File: src/sv/rwl_pkg.sv
package rwl_pkg;

	// Default widths of thread ids and counters
	localparam int THREAD_ID_BITS_DEF = 8;
	localparam int COUNT_BITS_DEF     = 8;

	// Request command codes
	typedef enum logic [2:0] {
		CMD_ENTER_READ  = 3'd0,
		CMD_ENTER_WRITE = 3'd1,
		CMD_RETRY_WRITE = 3'd2,
		CMD_LEAVE       = 3'd3,
		CMD_TRY_UPGRADE = 3'd4,
		CMD_DOWNGRADE   = 3'd5
	} cmd_t;

	// Response status codes
	typedef enum logic [1:0] {
		ST_GRANTED = 2'd0,
		ST_WAIT    = 2'd1,
		ST_REFUSED = 2'd2,
		ST_ERROR   = 2'd3
	} status_t;

	// Lock mode
	typedef enum logic [1:0] {
		MODE_FREE  = 2'd0,
		MODE_READ  = 2'd1,
		MODE_WRITE = 2'd2
	} mode_t;

endpackage

File: src/sv/rwl_req_if.sv
interface rwl_req_if #(
	parameter int THREAD_ID_BITS = rwl_pkg::THREAD_ID_BITS_DEF
);
	logic                      valid;
	logic                      ready;
	logic [2:0]                command;
	logic [THREAD_ID_BITS-1:0] thread_id;

	modport source (output valid, output command, output thread_id, input ready);
	modport sink   (input valid, input command, input thread_id, output ready);
endinterface

File: src/sv/rwl_rsp_if.sv
interface rwl_rsp_if #(
	parameter int COUNT_BITS = rwl_pkg::COUNT_BITS_DEF
);
	logic                  valid;
	logic                  ready;
	logic [1:0]            status;
	logic                  wake_one_writer;
	logic                  wake_all_readers;
	logic [1:0]            lock_mode;
	logic [COUNT_BITS-1:0] reader_total;

	modport source (
		output valid, output status, output wake_one_writer, output wake_all_readers,
		output lock_mode, output reader_total, input ready
	);
	modport sink (
		input valid, input status, input wake_one_writer, input wake_all_readers,
		input lock_mode, input reader_total, output ready
	);
endinterface

File: src/sv/rwl_cfg_if.sv
interface rwl_cfg_if;
	logic valid;
	logic ready;
	logic data;

	modport source (output valid, output data, input ready);
	modport sink   (input valid, input data, output ready);
endinterface

File: src/sv/reader_writer_lock_unit.sv
// Channel | Modport | Carries                                   | Accepted when
// req     | sink    | command, thread_id                        | valid && ready
// rsp     | source  | status, wake flags, lock_mode, reader_total| valid && ready
// cfg     | sink    | data = recursion_allowed                  | valid && ready (ready = 1)
//
// Each request passes through an input register, is decided combinationally
// against the lock state, and lands in the response register, one request
// per cycle sustained while the response is not stalled.
// Reset clears the lock to unlocked with all counters, owner and recursion_allowed zero.
// A stalled response holds the response register; the input register still
// takes a new request while its own slot is empty.
module reader_writer_lock_unit #(
	parameter int THREAD_ID_BITS = rwl_pkg::THREAD_ID_BITS_DEF,
	parameter int COUNT_BITS     = rwl_pkg::COUNT_BITS_DEF
) (
	input  logic      clk,
	input  logic      arst_n,
	rwl_req_if.sink   req,
	rwl_rsp_if.source rsp,
	rwl_cfg_if.sink   cfg
);
	import rwl_pkg::*;

	localparam logic [COUNT_BITS-1:0] COUNT_MAX  = '1;
	localparam logic [COUNT_BITS-1:0] COUNT_ZERO = '0;
	localparam logic [COUNT_BITS-1:0] COUNT_ONE  = COUNT_BITS'(1);

	// Input stage
	logic                      valid_s1;
	logic [2:0]                cmd_s1;
	logic [THREAD_ID_BITS-1:0] tid_s1;
	logic                      advance;

	// Lock state
	mode_t                     mode_q;
	logic [COUNT_BITS-1:0]     readers_q;
	logic [COUNT_BITS-1:0]     waiters_q;
	logic [THREAD_ID_BITS-1:0] owner_q;
	logic                      owner_valid_q;
	logic [COUNT_BITS-1:0]     depth_q;
	logic                      recursion_allowed_q;

	// Next state and result
	mode_t                     mode_d;
	logic [COUNT_BITS-1:0]     readers_d;
	logic [COUNT_BITS-1:0]     waiters_d;
	logic [THREAD_ID_BITS-1:0] owner_d;
	logic                      owner_valid_d;
	logic [COUNT_BITS-1:0]     depth_d;
	status_t                   status_d;
	logic                      wake_w_d;
	logic                      wake_r_d;
	logic                      locked;
	logic                      owned;

	// Response register
	logic                      out_valid_q;
	status_t                   status_q;
	logic                      wake_w_q;
	logic                      wake_r_q;
	mode_t                     out_mode_q;
	logic [COUNT_BITS-1:0]     out_readers_q;

	assign advance   = valid_s1 && (!out_valid_q || rsp.ready);
	assign req.ready = !valid_s1 || advance;
	assign cfg.ready = 1'b1;

	// Capture a request
	always_ff @(posedge clk or negedge arst_n) begin
		if (!arst_n) begin
			valid_s1 <= 1'b0;
		end else if (req.ready) begin
			valid_s1 <= req.valid;
		end
	end

	always_ff @(posedge clk) begin
		if (req.ready && req.valid) begin
			cmd_s1 <= req.command;
			tid_s1 <= req.thread_id;
		end
	end

	// Decide the request against the current lock state
	always_comb begin
		locked        = (mode_q == MODE_READ) || (mode_q == MODE_WRITE);
		owned         = owner_valid_q && (owner_q == tid_s1) && (mode_q == MODE_WRITE);
		mode_d        = mode_q;
		readers_d     = readers_q;
		waiters_d     = waiters_q;
		owner_d       = owner_q;
		owner_valid_d = owner_valid_q;
		depth_d       = depth_q;
		status_d      = ST_GRANTED;
		wake_w_d      = 1'b0;
		wake_r_d      = 1'b0;
		case (cmd_s1)
			CMD_ENTER_READ: begin
				if (mode_q == MODE_WRITE || waiters_q != COUNT_ZERO) begin
					status_d = ST_WAIT;
				end else if (readers_q == COUNT_MAX) begin
					status_d = ST_ERROR;
				end else begin
					readers_d = readers_q + COUNT_ONE;
					mode_d    = MODE_READ;
				end
			end
			CMD_ENTER_WRITE: begin
				if (owned) begin
					if (!recursion_allowed_q || depth_q == COUNT_MAX) begin
						status_d = ST_ERROR;
					end else begin
						depth_d = depth_q + COUNT_ONE;
					end
				end else if (!locked) begin
					mode_d        = MODE_WRITE;
					owner_d       = tid_s1;
					owner_valid_d = 1'b1;
					depth_d       = COUNT_ZERO;
				end else if (waiters_q == COUNT_MAX) begin
					status_d = ST_ERROR;
				end else begin
					waiters_d = waiters_q + COUNT_ONE;
					status_d  = ST_WAIT;
				end
			end
			CMD_RETRY_WRITE: begin
				if (waiters_q == COUNT_ZERO) begin
					status_d = ST_ERROR;
				end else if (locked) begin
					status_d = ST_WAIT;
				end else begin
					waiters_d     = waiters_q - COUNT_ONE;
					mode_d        = MODE_WRITE;
					owner_d       = tid_s1;
					owner_valid_d = 1'b1;
					depth_d       = COUNT_ZERO;
				end
			end
			CMD_LEAVE: begin
				if (mode_q == MODE_READ) begin
					if (readers_q == COUNT_ZERO) begin
						status_d = ST_ERROR;
					end else begin
						readers_d = readers_q - COUNT_ONE;
						if (readers_q == COUNT_ONE) begin
							mode_d   = MODE_FREE;
							wake_w_d = (waiters_q != COUNT_ZERO);
						end
					end
				end else if (owned) begin
					if (depth_q != COUNT_ZERO) begin
						if (!recursion_allowed_q) begin
							status_d = ST_ERROR;
						end else begin
							depth_d = depth_q - COUNT_ONE;
						end
					end else begin
						mode_d        = MODE_FREE;
						owner_d       = '0;
						owner_valid_d = 1'b0;
						wake_w_d      = (waiters_q != COUNT_ZERO);
						wake_r_d      = (waiters_q == COUNT_ZERO);
					end
				end else begin
					status_d = ST_ERROR;
				end
			end
			CMD_TRY_UPGRADE: begin
				if (!locked) begin
					status_d = ST_ERROR;
				end else if (mode_q == MODE_READ && readers_q == COUNT_ONE &&
				             waiters_q == COUNT_ZERO) begin
					readers_d     = COUNT_ZERO;
					mode_d        = MODE_WRITE;
					owner_d       = tid_s1;
					owner_valid_d = 1'b1;
					depth_d       = COUNT_ZERO;
				end else begin
					status_d = ST_REFUSED;
				end
			end
			CMD_DOWNGRADE: begin
				if (!owned || depth_q != COUNT_ZERO || readers_q == COUNT_MAX) begin
					status_d = ST_ERROR;
				end else begin
					readers_d     = readers_q + COUNT_ONE;
					mode_d        = MODE_READ;
					owner_d       = '0;
					owner_valid_d = 1'b0;
					wake_r_d      = 1'b1;
				end
			end
			default: begin
				status_d = ST_ERROR;
			end
		endcase
	end

	// Update the lock state and the configuration register
	always_ff @(posedge clk or negedge arst_n) begin
		if (!arst_n) begin
			mode_q              <= MODE_FREE;
			readers_q           <= '0;
			waiters_q           <= '0;
			owner_q             <= '0;
			owner_valid_q       <= 1'b0;
			depth_q             <= '0;
			recursion_allowed_q <= 1'b0;
		end else begin
			if (advance) begin
				mode_q        <= mode_d;
				readers_q     <= readers_d;
				waiters_q     <= waiters_d;
				owner_q       <= owner_d;
				owner_valid_q <= owner_valid_d;
				depth_q       <= depth_d;
			end
			if (cfg.valid) begin
				recursion_allowed_q <= cfg.data;
			end
		end
	end

	// Hold the response until taken
	always_ff @(posedge clk or negedge arst_n) begin
		if (!arst_n) begin
			out_valid_q <= 1'b0;
		end else if (!out_valid_q || rsp.ready) begin
			out_valid_q <= valid_s1;
		end
	end

	always_ff @(posedge clk) begin
		if (advance) begin
			status_q      <= status_d;
			wake_w_q      <= wake_w_d;
			wake_r_q      <= wake_r_d;
			out_mode_q    <= mode_d;
			out_readers_q <= readers_d;
		end
	end

	assign rsp.valid            = out_valid_q;
	assign rsp.status           = status_q;
	assign rsp.wake_one_writer  = wake_w_q;
	assign rsp.wake_all_readers = wake_r_q;
	assign rsp.lock_mode        = out_mode_q;
	assign rsp.reader_total     = out_readers_q;

endmodule
File: src/flat_wrapper.sv
// flat-port wrapper written by rule: the top's interface ports become plain ports
module reader_writer_lock_unit_flat import rwl_pkg::*;
#(
	parameter int THREAD_ID_BITS = rwl_pkg::THREAD_ID_BITS_DEF,
	parameter int COUNT_BITS     = rwl_pkg::COUNT_BITS_DEF
)
  (clk, arst_n, req_valid, req_command, req_thread_id, req_ready, rsp_valid, rsp_status, rsp_wake_one_writer, rsp_wake_all_readers, rsp_lock_mode, rsp_reader_total, rsp_ready, cfg_valid, cfg_data, cfg_ready);
  rwl_req_if #(.THREAD_ID_BITS(THREAD_ID_BITS)) req_i ();
  rwl_rsp_if #(.COUNT_BITS(COUNT_BITS)) rsp_i ();
  rwl_cfg_if cfg_i ();
  input  logic clk;
  input  logic arst_n;
  input wire logic [$bits(req_i.valid)-1:0] req_valid;
  input wire logic [$bits(req_i.command)-1:0] req_command;
  input wire logic [$bits(req_i.thread_id)-1:0] req_thread_id;
  output wire logic [$bits(req_i.ready)-1:0] req_ready;
  output wire logic [$bits(rsp_i.valid)-1:0] rsp_valid;
  output wire logic [$bits(rsp_i.status)-1:0] rsp_status;
  output wire logic [$bits(rsp_i.wake_one_writer)-1:0] rsp_wake_one_writer;
  output wire logic [$bits(rsp_i.wake_all_readers)-1:0] rsp_wake_all_readers;
  output wire logic [$bits(rsp_i.lock_mode)-1:0] rsp_lock_mode;
  output wire logic [$bits(rsp_i.reader_total)-1:0] rsp_reader_total;
  input wire logic [$bits(rsp_i.ready)-1:0] rsp_ready;
  input wire logic [$bits(cfg_i.valid)-1:0] cfg_valid;
  input wire logic [$bits(cfg_i.data)-1:0] cfg_data;
  output wire logic [$bits(cfg_i.ready)-1:0] cfg_ready;
  assign req_i.valid = req_valid;
  assign req_i.command = req_command;
  assign req_i.thread_id = req_thread_id;
  assign req_ready = req_i.ready;
  assign rsp_valid = rsp_i.valid;
  assign rsp_status = rsp_i.status;
  assign rsp_wake_one_writer = rsp_i.wake_one_writer;
  assign rsp_wake_all_readers = rsp_i.wake_all_readers;
  assign rsp_lock_mode = rsp_i.lock_mode;
  assign rsp_reader_total = rsp_i.reader_total;
  assign rsp_i.ready = rsp_ready;
  assign cfg_i.valid = cfg_valid;
  assign cfg_i.data = cfg_data;
  assign cfg_ready = cfg_i.ready;
  reader_writer_lock_unit #(.THREAD_ID_BITS(THREAD_ID_BITS), .COUNT_BITS(COUNT_BITS)) u_core (.clk(clk), .arst_n(arst_n), .req(req_i), .rsp(rsp_i), .cfg(cfg_i));
endmodule
File: config.mk
export PLATFORM = sky130hd
export DESIGN_NAME = reader_writer_lock_unit_flat
export DESIGN_NICKNAME = d
export VERILOG_FILES = /design/src/sv/rwl_pkg.sv /design/src/sv/rwl_req_if.sv /design/src/sv/rwl_rsp_if.sv /design/src/sv/rwl_cfg_if.sv /design/src/sv/reader_writer_lock_unit.sv /design/src/flat_wrapper.sv
export SDC_FILE = /design/constraint.sdc
export NUM_CORES = 1
export LEC_CHECK = 0
export BUFFER_PORTS_ARGS = -buffer_cell sky130_fd_sc_hd__buf_2
export CAP_MARGIN = 0
export CELL_PAD_IN_SITES_DETAIL_PLACEMENT = 0
export CELL_PAD_IN_SITES_GLOBAL_PLACEMENT = 2
export CORE_MARGIN = 2
export CORE_UTILIZATION = 41
export CTS_BUF_LIST = sky130_fd_sc_hd__clkbuf_16
export DETAILED_ROUTE_END_ITERATION = 10
export GPL_TIMING_DRIVEN = 1
export PLACE_DENSITY = 0.84
export SYNTH_ARGS = -nofsm -noshare
export SYNTH_HDL_FRONTEND = slang
export SYNTH_SLANG_ARGS = --single-unit
File: constraint.sdc
create_clock -name clk -period 5.77 [get_ports clk]
set_input_delay 0.8655 -clock clk [delete_from_list [all_inputs] [get_ports clk]]
set_output_delay 0.8655 -clock clk [all_outputs]
set_load 0.05 [all_outputs]
Word-level counts from Yosys, hierarchy flattened
Index checks and enable logic that the tools add are counted.
{"block": "op_classes", "n_eq_ne": 26, "n_reduce_logical": 28, "add_sub_neg": 6, "n_mux": 86}
{"operator": "8-bit 2-to-1 mux", "n": 31}
{"operator": "8-bit one-hot mux with 4 select lines", "n": 2}
{"operator": "2-bit 2-to-1 mux", "n": 28}
{"operator": "8-bit one-hot mux with 5 select lines", "n": 1}
{"operator": "8-bit by 1-bit adder with 8-bit output (second input constant)", "n": 3}
{"operator": "8-bit == test (second input constant)", "n": 3}
{"operator": "2-bit one-hot mux with 6 select lines", "n": 2}
{"operator": "8-bit by 1-bit subtractor with 8-bit output (second input constant)", "n": 3}
{"operator": "10-bit AND reduction", "n": 2}
{"operator": "1-bit 2-to-1 mux", "n": 19}
{"operator": "8-bit logical NOT", "n": 2}
{"operator": "8-bit one-hot mux with 2 select lines", "n": 1}
{"operator": "8-bit nonzero test", "n": 2}
{"operator": "2-bit != test (second input constant)", "n": 7}
{"operator": "2-bit by 1-bit != test with 1-bit output (second input constant)", "n": 6}
{"operator": "8-bit by 1-bit == test with 1-bit output (second input constant)", "n": 1}
{"operator": "8-bit == test", "n": 1}
{"operator": "1-bit logical OR", "n": 7}
{"operator": "7-bit AND reduction", "n": 1}
{"operator": "3-bit by 2-bit == test with 1-bit output (second input constant)", "n": 2}
{"operator": "3-bit == test (second input constant)", "n": 2}
{"operator": "1-bit logical AND", "n": 6}
{"operator": "1-bit one-hot mux with 5 select lines", "n": 1}
{"operator": "5-bit nonzero test", "n": 1}
{"operator": "9 further kinds", "n": 12}
{"block": "word_totals", "wordCells": 162, "output_inout_bits": 17, "ff_bits": 63, "input_bits": 17}

Depth between registers and ports, before layout
{"block": "logic_depth", "word_depth": 8, "depth_mapped": 13, "mapped_depth_nobuf": 11}

Worst setup path before layout
No wires, ideal clock.
{"block": "synth_timing", "kind": "flip-flop to flip-flop", "from": "reg u_core.mode_q[0]", "to": "reg u_core.depth_q[6]", "required_time_ps": 5644, "setup_ps": 126, "setup_slack_ps": 2987, "stages_incl_launch_ff": 11, "arrival_time_ps": 2657, "n_path_buf": 1, "period_less_slack_ps": 2783, "cell_sequence": "dfrtp_1 inv_1 ha_1 nand2_1 or4_4 or3_4 buf_6 nor3_2 o21ai_1 o32a_1 a311o_1"}
{"block": "synth_via", "elab_chain_cells": 5, "elab_cells_between_ends": 16, "cone_classes": "eq/ne: 7; mux: 4; reduce/logical: 5"}
{"item": "start: declaration", "line": "reader_writer_lock_unit.sv:35", "rtl": "mode_t mode_q;"}
{"item": "start signal: assignment", "line": "reader_writer_lock_unit.sv:212", "rtl": "mode_q <= mode_d;"}
{"item": "2-bit by 1-bit == test with 1-bit output or 2-bit == test (tied branches)"}
{"item": "1-bit logical OR or 1-bit logical AND (tied branches)", "line": "reader_writer_lock_unit.sv:86, reader_writer_lock_unit.sv:172"}
{"item": "8-bit 2-to-1 mux or 1-bit logical AND (tied branches)"}
{"item": "8-bit 2-to-1 mux (tied with other cells)"}
{"item": "8-bit one-hot mux with 4 select lines or 10-bit AND reduction (tied branches)"}
{"item": "end signal: assignment", "line": "reader_writer_lock_unit.sv:217", "rtl": "depth_q <= depth_d;"}
{"item": "end: declaration", "line": "reader_writer_lock_unit.sv:40", "rtl": "logic [COUNT_BITS-1:0] depth_q;"}
Several ways; a longest one is shown, not always the timed one. The select of a mux whose other input is x is not followed.
A chain may end at the register's enable or synchronous reset.

Worst setup path after layout
{"block": "layout_timing", "from": "reg u_core.mode_q[0]", "to": "reg u_core.owner_q[7]"}
{"block": "layout_via", "elab_chain_cells": 7, "elab_cells_between_ends": 20, "cone_classes": "eq/ne: 8; mux: 4; reduce/logical: 8"}
{"item": "2-bit == test", "line": "reader_writer_lock_unit.sv:86, reader_writer_lock_unit.sv:87"}
{"item": "1-bit logical AND", "line": "reader_writer_lock_unit.sv:87", "rtl": "owned = owner_valid_q && (owner_q == tid_s1) && (mode_q == MODE_WRITE);"}
{"item": "1-bit logical NOT", "line": "reader_writer_lock_unit.sv:184", "rtl": "if (!owned || depth_q != COUNT_ZERO || readers_q == COUNT_MAX) begin"}
{"item": "1-bit logical OR (2 in a row)", "line": "reader_writer_lock_unit.sv:184"}
{"item": "2-bit != test (no line)"}
{"item": "10-bit AND reduction (no line)"}
{"item": "end signal: assignment", "line": "reader_writer_lock_unit.sv:215", "rtl": "owner_q <= owner_d;"}
{"item": "end: declaration", "line": "reader_writer_lock_unit.sv:38", "rtl": "logic [THREAD_ID_BITS-1:0] owner_q;"}
Several ways; a longest one is shown, not always the timed one. The select of a mux whose other input is x is not followed.

==> summary.md <==
| Metric | Value |
|---|---|
| Critical path class | reg2reg |
| RSZ-0062 raised after global routing | no |
| Initial antenna violation count | 0 |
| FF-to-FF Start | u_core.mode_q[0] |
| Synth Flop Type | dfrtp_1 |
| Pwr Total | 0.00174 W |
| Hold Crit Depth | 1 |
| Root buffer cell | clkbuf_16 |
| Kind of end point of the critical path | flip-flop |
| Yosys Warn Count | 0 |
| Share of the synthesized area in the top cell type | 22.8% |
| Reg-to-reg setup timing slack | 2.59 ns |
| Stages on the worst setup path | 9 |
| Final setup vio count | 0 |
| Syn Nets | 488 |
| Switching Fraction | 37.7% |
| GR Layer Usage met2 | 29.7% |
| Async SR Flop Fraction | 60.3% |
| Top cells by count, synth | nand2_1, nor2_1, dfrtp_1 |
| Post-cts resize count | 0 |
| Routed via count | 3470 |
| CP Launch Type | flip-flop |
| Cts hold-fix bufs | 0 |
| Num CTS Buffers | 9 |
| DRC viols | 0 |
| Row cnt | 36 |
| Comb power frac | 30.7% |
| Die width | 105 microns |
| H-tree depth | 3 |
| Crit share post-route | 55.2% |
| Number of max-cap violations | 0 |
| Die height | 105 microns |
| Worst setup endpoint | u_core.owner_q[7] |
| Met3 Use GR | 3.68% |
| DIE AREA | 0.0110 sq mm |
| R2R cell count | 9 |
| Hold Path Class | reg2reg |
| CTS tree | built |
| Largest net degree at the start of global routing | 39 |
| GR Util All Layers | 19.1% |
| Fmax | 314 MHz |
| Wire per inst | 16.5 microns |
| N_diodes | 0 |
| PortBufs | 32 |
| Final Routed Wirelength | 10.1 mm |
| Core region area | 0.00982 sq mm |
| Outcome | finished, final reports clean |
| Relative slew slack | 38.8% |
| Setup TNS | 0 ns |
| Clock share of power | 29.3% |
| Tmin final | 3.18 ns |
| Initial Util | 42.5% |
| RR Endpoint | u_core.owner_q[7] |
| EDFF count, synth | 25 |
| # nets final | 508 |
| Vias in the first global route | 3267 |
| Grt total ovfl | 0 |
| Synth Register Bits | 63 |
| I/O pins | 34 |
| Clock sink count | 63 |
| Reg power frac | 40.0% |
| Slowest CP cell | or4_4 |
| Crit path max fanout | 12 |
| Worst Tran Pin Value | 0.918 ns |
| Met1 GRT Util | 27.9% |
| Worst EP arrival | 3.45 ns |
| Mapped Area | 0.00417 sq mm |
| Antenna viol nets, final | 0 |
| Pins over their slew limit | 0 |
| HPWL after detailed placement | 7.16 mm |
| Crit path max-delay family | compound AO/OA/AOI/OAI gates |
| Final Non-Filler Cells | 612 |
| Worst Setup SP | u_core.mode_q[0] |
| Syn Area/Cell | 9.18 sq um |
| DR iter-0 viols | 173 |
| Placed insts | 596 |
| Setup Fix Bufs, Post-CTS | 0 |
| Area grow syn2layout | 11.2% |
| Top Usage Layer GRT | met2 |
| Synth top area cells | dfrtp_1, edfxtp_1, ha_1, nand2_1, nor2_1 |
| Initial DRT Pass Iterations | 5 |
| P_int | 0.00108 W |
| Peak supply drop | 0.000164 V |
| Global-route wire length before repair | 17.0 mm |
| Hold Fails Final Rpt | 0 |
| Worst skew pair latency | 0.33 ns |
| Reg clk slew, reported paths | 0.06 ns |
| Cell variety after synth | 70 |
| Crit-path max cell delay | 0.57 ns |
| Sequential area share after synthesis | 40.8% |
| Largest area contributor in the netlist | dfrtp_1 |
| Final setup skew | 0.00776 ns |
| Buf+Inv Stages, Crit Path | 1 |
| NetSw | 0.000657 W |
| CP required | 6.04 ns |
| Cells after synthesis | 454 |
| GP Congestion | 0.792 |
| Maximum clock path buffer count | 2 |
| Vias/cell | 5.67 |
| Crit-path cells | inv_1 -> ha_1 -> nand2_1 -> or4_4 -> or3_4 -> o221a_1 -> a211o_1 -> a21oi_4 -> a22o_1 |
| Pleak | 1.86 nW |
| Layout cells sized above 1 | 14.2% |
| Power Dens Cells | 376 mW/mm^2 |
sequential cells by signal, summed over array words and instances, names as in the netlist:
signal	count
u_core.rsp.reader_total	8
u_core.valid_s1	1
u_core.recursion_allowed_q	1
u_core.rsp.lock_mode	2
u_core.rsp.status	2
u_core.waiters_q	8
u_core.readers_q	8
u_core.rsp.valid	1
u_core.mode_q	2
u_core.owner_q	8
u_core.rsp.wake_one_writer	1
u_core.cmd_s1	3
u_core.rsp.wake_all_readers	1
u_core.owner_valid_q	1
u_core.tid_s1	8
u_core.depth_q	8
final cells by class:
type	instances	area, sq um
fillers	977	5180
multi-input cells	353	2260
flip-flops and latches	63	1700
clock buffers	9	225
repair buffers	35	183
well taps	133	166
clock inverters	7	55.1
inverters	12	45.0
power groups by stage:
| stage | logic [W] | registers [W] | clock network, W |
|---|---|---|---|
| CTS | 0.000537 | 0.000696 | 0.000525 |
| global placement | 0.000527 | 0.000700 | 0 |
| finish | 0.000534 | 0.000698 | 0.000510 |
| global route | 0.000598 | 0.000718 | 0.000548 |
| floorplan | 0.000420 | 0.000686 | 0 |
| detailed placement | 0.000533 | 0.000704 | 0 |
worst register-to-register path, stage by stage (launching register included):
cell	delay (ns)
dfrtp_1	0.47
inv_1	0.11
ha_1	0.30
nand2_1	0.08
or4_4	0.57
or3_4	0.43
o221a_1	0.23
a211o_1	0.45
a21oi_4	0.30
a22o_1	0.18
how the worst min path moves through the flow:
stage | slack, ns | to | startpoint
after floorplan | 0.46 | u_core.rsp.valid | u_core.valid_s1
after global placement | 0.47 | u_core.rsp.valid | u_core.valid_s1
after detailed placement | 0.47 | u_core.owner_valid_q | u_core.owner_valid_q
after CTS | 0.49 | u_core.owner_valid_q | u_core.owner_valid_q
after global routing | 0.52 | u_core.owner_valid_q | u_core.owner_valid_q
final | 0.50 | u_core.owner_valid_q | u_core.owner_valid_q
stage by stage:
stage          utilization [%]  area (sq um)  hold slack, ns  worst slack (ns)
2_1_floorplan                -          4170           0.457              2.99
3_3_place_gp              44.4          4360           0.469              2.42
3_5_place_dp              44.4          4360           0.475              2.36
4_1_cts                   47.2          4640           0.494              2.35
5_1_grt                   47.2          4640           0.517              2.28
6_report                  47.2          4640           0.495              2.59
kinds of logic after synthesis:
logic type	after synthesis	share of synthesized area [%]
buffers and inverters	38	4.95
other	1	0.0899
flip-flops	63	40.8
multiplexers	3	0.780
adder cells (fa/ha/maj)	17	5.28
AND/OR/NAND/NOR	175	21.4
AO/OA/AOI/OAI	138	22.7
XOR/XNOR	19	3.99
layer usage:
metal	up-vias	share of wire (%)	routed length, microns
met2	93	46	4630
li1	1746	-	-
met3	5	4.8	484
met5	-	0	0
met4	0	0.48	48
met1	1626	49	4930
placed cells by master, fill, tap and decap left out, drive strengths merged, types with 6 or more instances in the layout:
cell     n
nand3    9
xor2     9
ha      16
buf     35
inv     15
nor2    42
xnor2   10
a21oi   25
o211ai   9
a22o    10
or3      9
dfrtp   38
clkbuf   9
edfxtp  25
nand2b   9
nand2   42
o21ai   33
o22ai    6
o31ai    7
nor4    10
nor3    22
a21o     6
No activity file was read; power rests on OpenSTA's default activity.
